===== config.mk =====
export PLATFORM = sky130hd
export DESIGN_NAME = mtg_front
export DESIGN_NICKNAME = d
export VERILOG_FILES = /design/src/hdl/mtg_pkg.sv /design/src/hdl/mtg_front.sv
export SDC_FILE = /design/constraint.sdc
export NUM_CORES = 1
export LEC_CHECK = 0
export ABC_CLOCK_PERIOD_IN_PS = 6500
export BUFFER_PORTS_ARGS = -buffer_cell sky130_fd_sc_hd__buf_2
export CAP_MARGIN = 10
export CORE_MARGIN = 2
export CORE_UTILIZATION = 56
export DETAILED_ROUTE_END_ITERATION = 10
export PLACE_DENSITY_LB_ADDON = 0.05
export SYNTH_ARGS = -nofsm -noshare
export SYNTH_HDL_FRONTEND = slang
export SYNTH_SLANG_ARGS = --single-unit

===== constraint.sdc =====
create_clock -name clk -period 6.5 [get_ports clk]
set_input_delay 1.3 -clock clk [delete_from_list [all_inputs] [get_ports clk]]
set_output_delay 1.3 -clock clk [all_outputs]
set_load 0.05 [all_outputs]

===== src/hdl/mtg_pkg.sv =====
// ----------------------------------------------------------------------------
// mtg_pkg
// Shared constants and types for the MT19937 word generator: pool geometry,
// twist and temper masks, command codes and the queue entry format.
// ----------------------------------------------------------------------------
package mtg_pkg;

    localparam int STATE_WORDS   = 624;
    localparam int MIDDLE_OFFSET = 397;
    localparam int ADDR_W        = $clog2(STATE_WORDS);

    localparam logic [ADDR_W-1:0] LAST_ADDR = ADDR_W'(STATE_WORDS - 1);
    localparam logic [ADDR_W-1:0] POOL_END  = ADDR_W'(STATE_WORDS);
    localparam logic [ADDR_W-1:0] MID_START = ADDR_W'(MIDDLE_OFFSET);

    localparam logic [31:0] TWIST_MATRIX  = 32'h9908_b0df;
    localparam logic [31:0] TOP_BIT_MASK  = 32'h8000_0000;
    localparam logic [31:0] LOW_BITS_MASK = 32'h7fff_ffff;
    localparam logic [31:0] TEMPER_B      = 32'h9d2c_5680;
    localparam logic [31:0] TEMPER_C      = 32'hefc6_0000;
    localparam logic [31:0] SEED_MUL      = 32'd1812433253;

    localparam int QUEUE_DEPTH = 2;
    localparam int QPTR_W      = $clog2(QUEUE_DEPTH);
    localparam int QCNT_W      = $clog2(QUEUE_DEPTH + 1);

    typedef enum logic {
        CMD_SEED = 1'b0,
        CMD_NEXT = 1'b1
    } cmd_t;

    typedef struct packed {
        cmd_t        cmd;
        logic [31:0] seed;
    } item_t;

    typedef struct packed {
        logic  valid;
        item_t item;
    } head_t;

endpackage


===== src/hdl/mtg_front.sv =====
// ----------------------------------------------------------------------------
// mtg_front
// Input side: takes item transfers, tags each as seed or request and holds
// them in a short queue until the engine pops them.
// ----------------------------------------------------------------------------
module mtg_front (
    input  logic                clk,
    input  logic                rst_n,
    input  logic                item_valid,
    output logic                item_stall,
    input  logic                action,
    input  logic [31:0]         seed_value,
    output mtg_pkg::head_t      head,
    input  logic                pop
);

    mtg_pkg::item_t                  q_mem [mtg_pkg::QUEUE_DEPTH];
    logic [mtg_pkg::QPTR_W-1:0]      wr_ptr_reg;
    logic [mtg_pkg::QPTR_W-1:0]      rd_ptr_reg;
    logic [mtg_pkg::QCNT_W-1:0]      count_reg;
    logic                            push;
    logic                            do_pop;
    mtg_pkg::item_t                  new_item;

    localparam logic [mtg_pkg::QPTR_W-1:0] PTR_LAST = mtg_pkg::QPTR_W'(mtg_pkg::QUEUE_DEPTH - 1);
    localparam logic [mtg_pkg::QCNT_W-1:0] CNT_FULL = mtg_pkg::QCNT_W'(mtg_pkg::QUEUE_DEPTH);

    assign item_stall    = (count_reg == CNT_FULL);
    assign push          = item_valid && !item_stall;
    assign do_pop        = pop && (count_reg != '0);
    assign new_item.cmd  = action ? mtg_pkg::CMD_NEXT : mtg_pkg::CMD_SEED;
    assign new_item.seed = seed_value;
    assign head.valid    = (count_reg != '0);
    assign head.item     = q_mem[rd_ptr_reg];

    always_ff @(posedge clk)
    begin
        if (push)
        begin
            q_mem[wr_ptr_reg] <= new_item;
        end
    end

    always_ff @(posedge clk or negedge rst_n)
    begin
        if (!rst_n)
        begin
            wr_ptr_reg <= '0;
            rd_ptr_reg <= '0;
            count_reg  <= '0;
        end
        else
        begin
            if (push)
            begin
                wr_ptr_reg <= (wr_ptr_reg == PTR_LAST) ? '0 : wr_ptr_reg + 1'b1;
            end
            if (do_pop)
            begin
                rd_ptr_reg <= (rd_ptr_reg == PTR_LAST) ? '0 : rd_ptr_reg + 1'b1;
            end
            if (push && !do_pop)
            begin
                count_reg <= count_reg + 1'b1;
            end
            else if (do_pop && !push)
            begin
                count_reg <= count_reg - 1'b1;
            end
        end
    end

endmodule


==> results.sh <==
export IMPL_final_nets=238
export IMPL_worst_setup_path_type="flip-flop to output port"
export IMPL_drt_pass1_iterations=5
export IMPL_setup_ws_ps=3189
export IMPL_cts_hold_repair_buffers=0
export IMPL_largest_net_degree_at_the_start_of_global_routing=35
export IMPL_clock_tree_buffer_depth=2
export IMPL_post_dr_vias_cell=4.846
export IMPL_n_antenna_cell=0
export IMPL_drcViolationCount=0
export IMPL_finalSetupTns_ps=0
export IMPL_worst_setup_path_start_kind="flip-flop"
export IMPL_synth_area_um2=2734
export IMPL_synthDominantAreaCellType="sky130_fd_sc_hd__edfxtp_1"
export IMPL_launching_point_of_the_worst_reg2reg_path="count_reg[0]"
export IMPL_layout_drive_gt1_share=0.6000
export IMPL_dp_worst_setup_slack_ps=3522
export IMPL_worst_setup_hold_path_clk_slew_ps=70
export IMPL_synth_area_leaders="sky130_fd_sc_hd__edfxtp_1 (72%), sky130_fd_sc_hd__mux2_4 (16%), sky130_fd_sc_hd__dfrtp_1 (3.7%), sky130_fd_sc_hd__buf_12 (2.2%), sky130_fd_sc_hd__mux2_2 (1.6%)"
export IMPL_slew_headroom=0.3083
export IMPL_cts_buffers=9
export IMPL_whs_path_depth=1
export IMPL_netlist_cell_type_count=16
export IMPL_detailroute_via_count=1318
export IMPL_final_instance_count_without_filler_cells=272
export IMPL_run_status="completed"
export IMPL_worstHoldPathType="flip-flop to flip-flop"
export IMPL_utilization_after_layout=0.7038
export IMPL_power_per_cell_area_nw_per_um2=544.7
export IMPL_post_synth_cell_area_avg_um2=22.41
export IMPL_gr_usage_all_layers=0.1590
export IMPL_drt_total_wl_mm=4.132
export IMPL_numClockSinks=70
export IMPL_die_area_um2=5457
export IMPL_min_to="count_reg[0]"
export IMPL_post_cts_resize_count=0
export IMPL_port_buffer_count=71
export IMPL_synthDominantCellAreaShare=0.7249
export IMPL_hold_path_startpoint="count_reg[0]"
export IMPL_timing_final_max_slew_violations=0
export IMPL_wire_per_inst_um=15.19
export IMPL_post_cts_setup_buffer_count=0
export IMPL_period_share=0.5094
export IMPL_critPathCaptureType="output port"
export IMPL_worstMarginPinSlew_ps=1037
export IMPL_antenna_left=0
export IMPL_crit_fanout=34
export IMPL_timing_final_setup_violations=0
export IMPL_ys_ff_latch=70
export IMPL_hpwl_mm=2.713
export IMPL_r2r_path_end="q_mem[0][20]"
export IMPL_p_leak_nw=1.353
export IMPL_row_count=25
export IMPL_required_time_of_the_critical_path_ps=5200
export IMPL_max_cap_violations=0
export IMPL_yosys_warnings=0
export IMPL_placedCellCount=256
export IMPL_antenna_found_initial=0
export IMPL_final_hold_violation_count=0
export IMPL_ys_seq_area_frac=0.7616
export IMPL_die_height_um=73.87
export IMPL_fmaxAchievable_mhz=302.0
export IMPL_worst_r2r_path_depth=3
export IMPL_clockRootBuffer="sky130_fd_sc_hd__clkbuf_8"
export IMPL_htreeDepth=3
export IMPL_tritoncts="done"
export IMPL_drt_iter0_drc=62
export IMPL_ioPinCount=72
export IMPL_clk_latency_ps=330
export IMPL_flip_flop_count_of_the_largest_register_after_layout=66
export IMPL_worst_hold_slack_ps=529.3
export IMPL_worst_ep_arrival_time_ps=2010
export IMPL_coreArea_um2=4723
export IMPL_finalInstanceArea_um2=3324
export IMPL_finalWorstPathRequiredPeriod_ps=3311
export IMPL_unrepaired_setup_endpoints_after_global_routing="false"
export IMPL_grt_pass1_wl_mm=5.975
export IMPL_finalClockSkew_ps=8.324
export IMPL_die_x_um=73.87
export IMPL_synthToLayoutAreaGrowth_pct=21.60
export IMPL_most_common_library_cell_in_the_layout_ignoring_fill_and_taps="sky130_fd_sc_hd__buf_2"
export IMPL_syn_nets=160
export IMPL_initial_utilization=0.5788
export IMPL_reg2reg_slack_ps=4650
export IMPL_grt_pass1_vias=1352
export IMPL_syn_inst=122
export IMPL_post_layout_total_power_mw=1.811
export IMPL_place_area_um2=3112
export IMPL_ir_worst_vdd_v=0.0003770
export IMPL_grt_overflow_total=0
export IMPL_place_congestion=0.6210
export IMPL_final_cell_mix="sky130_fd_sc_hd__buf_2 (71), sky130_fd_sc_hd__edfxtp_1 (66), sky130_fd_sc_hd__mux2_4 (29)"
==> routing by layer <==
metal,vias up,track usage,share of wire
met5,-,0,0
met4,0,0.07273,0.0063
met3,2,0.06447,0.061
met2,45,0.2877,0.56
met1,643,0.1567,0.38
li1,628,-,-
==> cell type report <==
cell class                 instances  area [um^2]
clock buffer                       9        123.9
clock inverter                     7        88.84
fill                             303         1399
inverter                           2        7.507
multi-input combinational         46        581.8
sequential                        70         2083
tap                               67        83.83
timing repair buffer              71        355.3
==> cells by family after synthesis <==
family	Yosys count	synth area share
flip-flops	70	0.7616
multiplexers	33	0.1757
AND/OR/NAND/NOR	7	0.01328
XOR/XNOR	5	0.01602
buffers and inverters	6	0.02883
adder cells (fa/ha/maj)	1	0.004576
==> where the power goes <==
part | switching, mW | leakage [nW] | internal, mW
clock network | 0.151 | 0.103 | 0.213
logic | 0.487 | 0.592 | 0.251
registers | 0.0891 | 0.659 | 0.620
==> critical path: stages (launching register included) <==
cell and delay, ps:
sky130_fd_sc_hd__dfrtp_2 1060, sky130_fd_sc_hd__mux2_2 420, sky130_fd_sc_hd__buf_2 210
==> worst max path at each step <==
stage	start	to	slack (ps)	cells after the start
floorplan	item_valid	q_mem[0][0]	3290	2
global placement	rd_ptr_reg	head[15]	3560	2
detailed placement	rd_ptr_reg	head[20]	3520	2
CTS	rd_ptr_reg	head[19]	3150	2
global route	rd_ptr_reg	head[19]	3080	2
finish	rd_ptr_reg	head[19]	3190	2
==> synthesized netlist by cell type <==
master,instances
sky130_fd_sc_hd__xor2_1,2
sky130_fd_sc_hd__mux2_2,4
sky130_fd_sc_hd__nor2_1,2
sky130_fd_sc_hd__nand2_2,1
sky130_fd_sc_hd__edfxtp_1,66
sky130_fd_sc_hd__nand2b_1,1
sky130_fd_sc_hd__dfrtp_1,4
sky130_fd_sc_hd__xnor2_1,3
sky130_fd_sc_hd__mux2_4,29
sky130_fd_sc_hd__and3_1,1
sky130_fd_sc_hd__or2_1,1
sky130_fd_sc_hd__buf_12,3
sky130_fd_sc_hd__inv_1,2
sky130_fd_sc_hd__buf_6,1
sky130_fd_sc_hd__nand2_1,1
sky130_fd_sc_hd__ha_1,1
No activity file was read; power rests on OpenSTA's default activity.
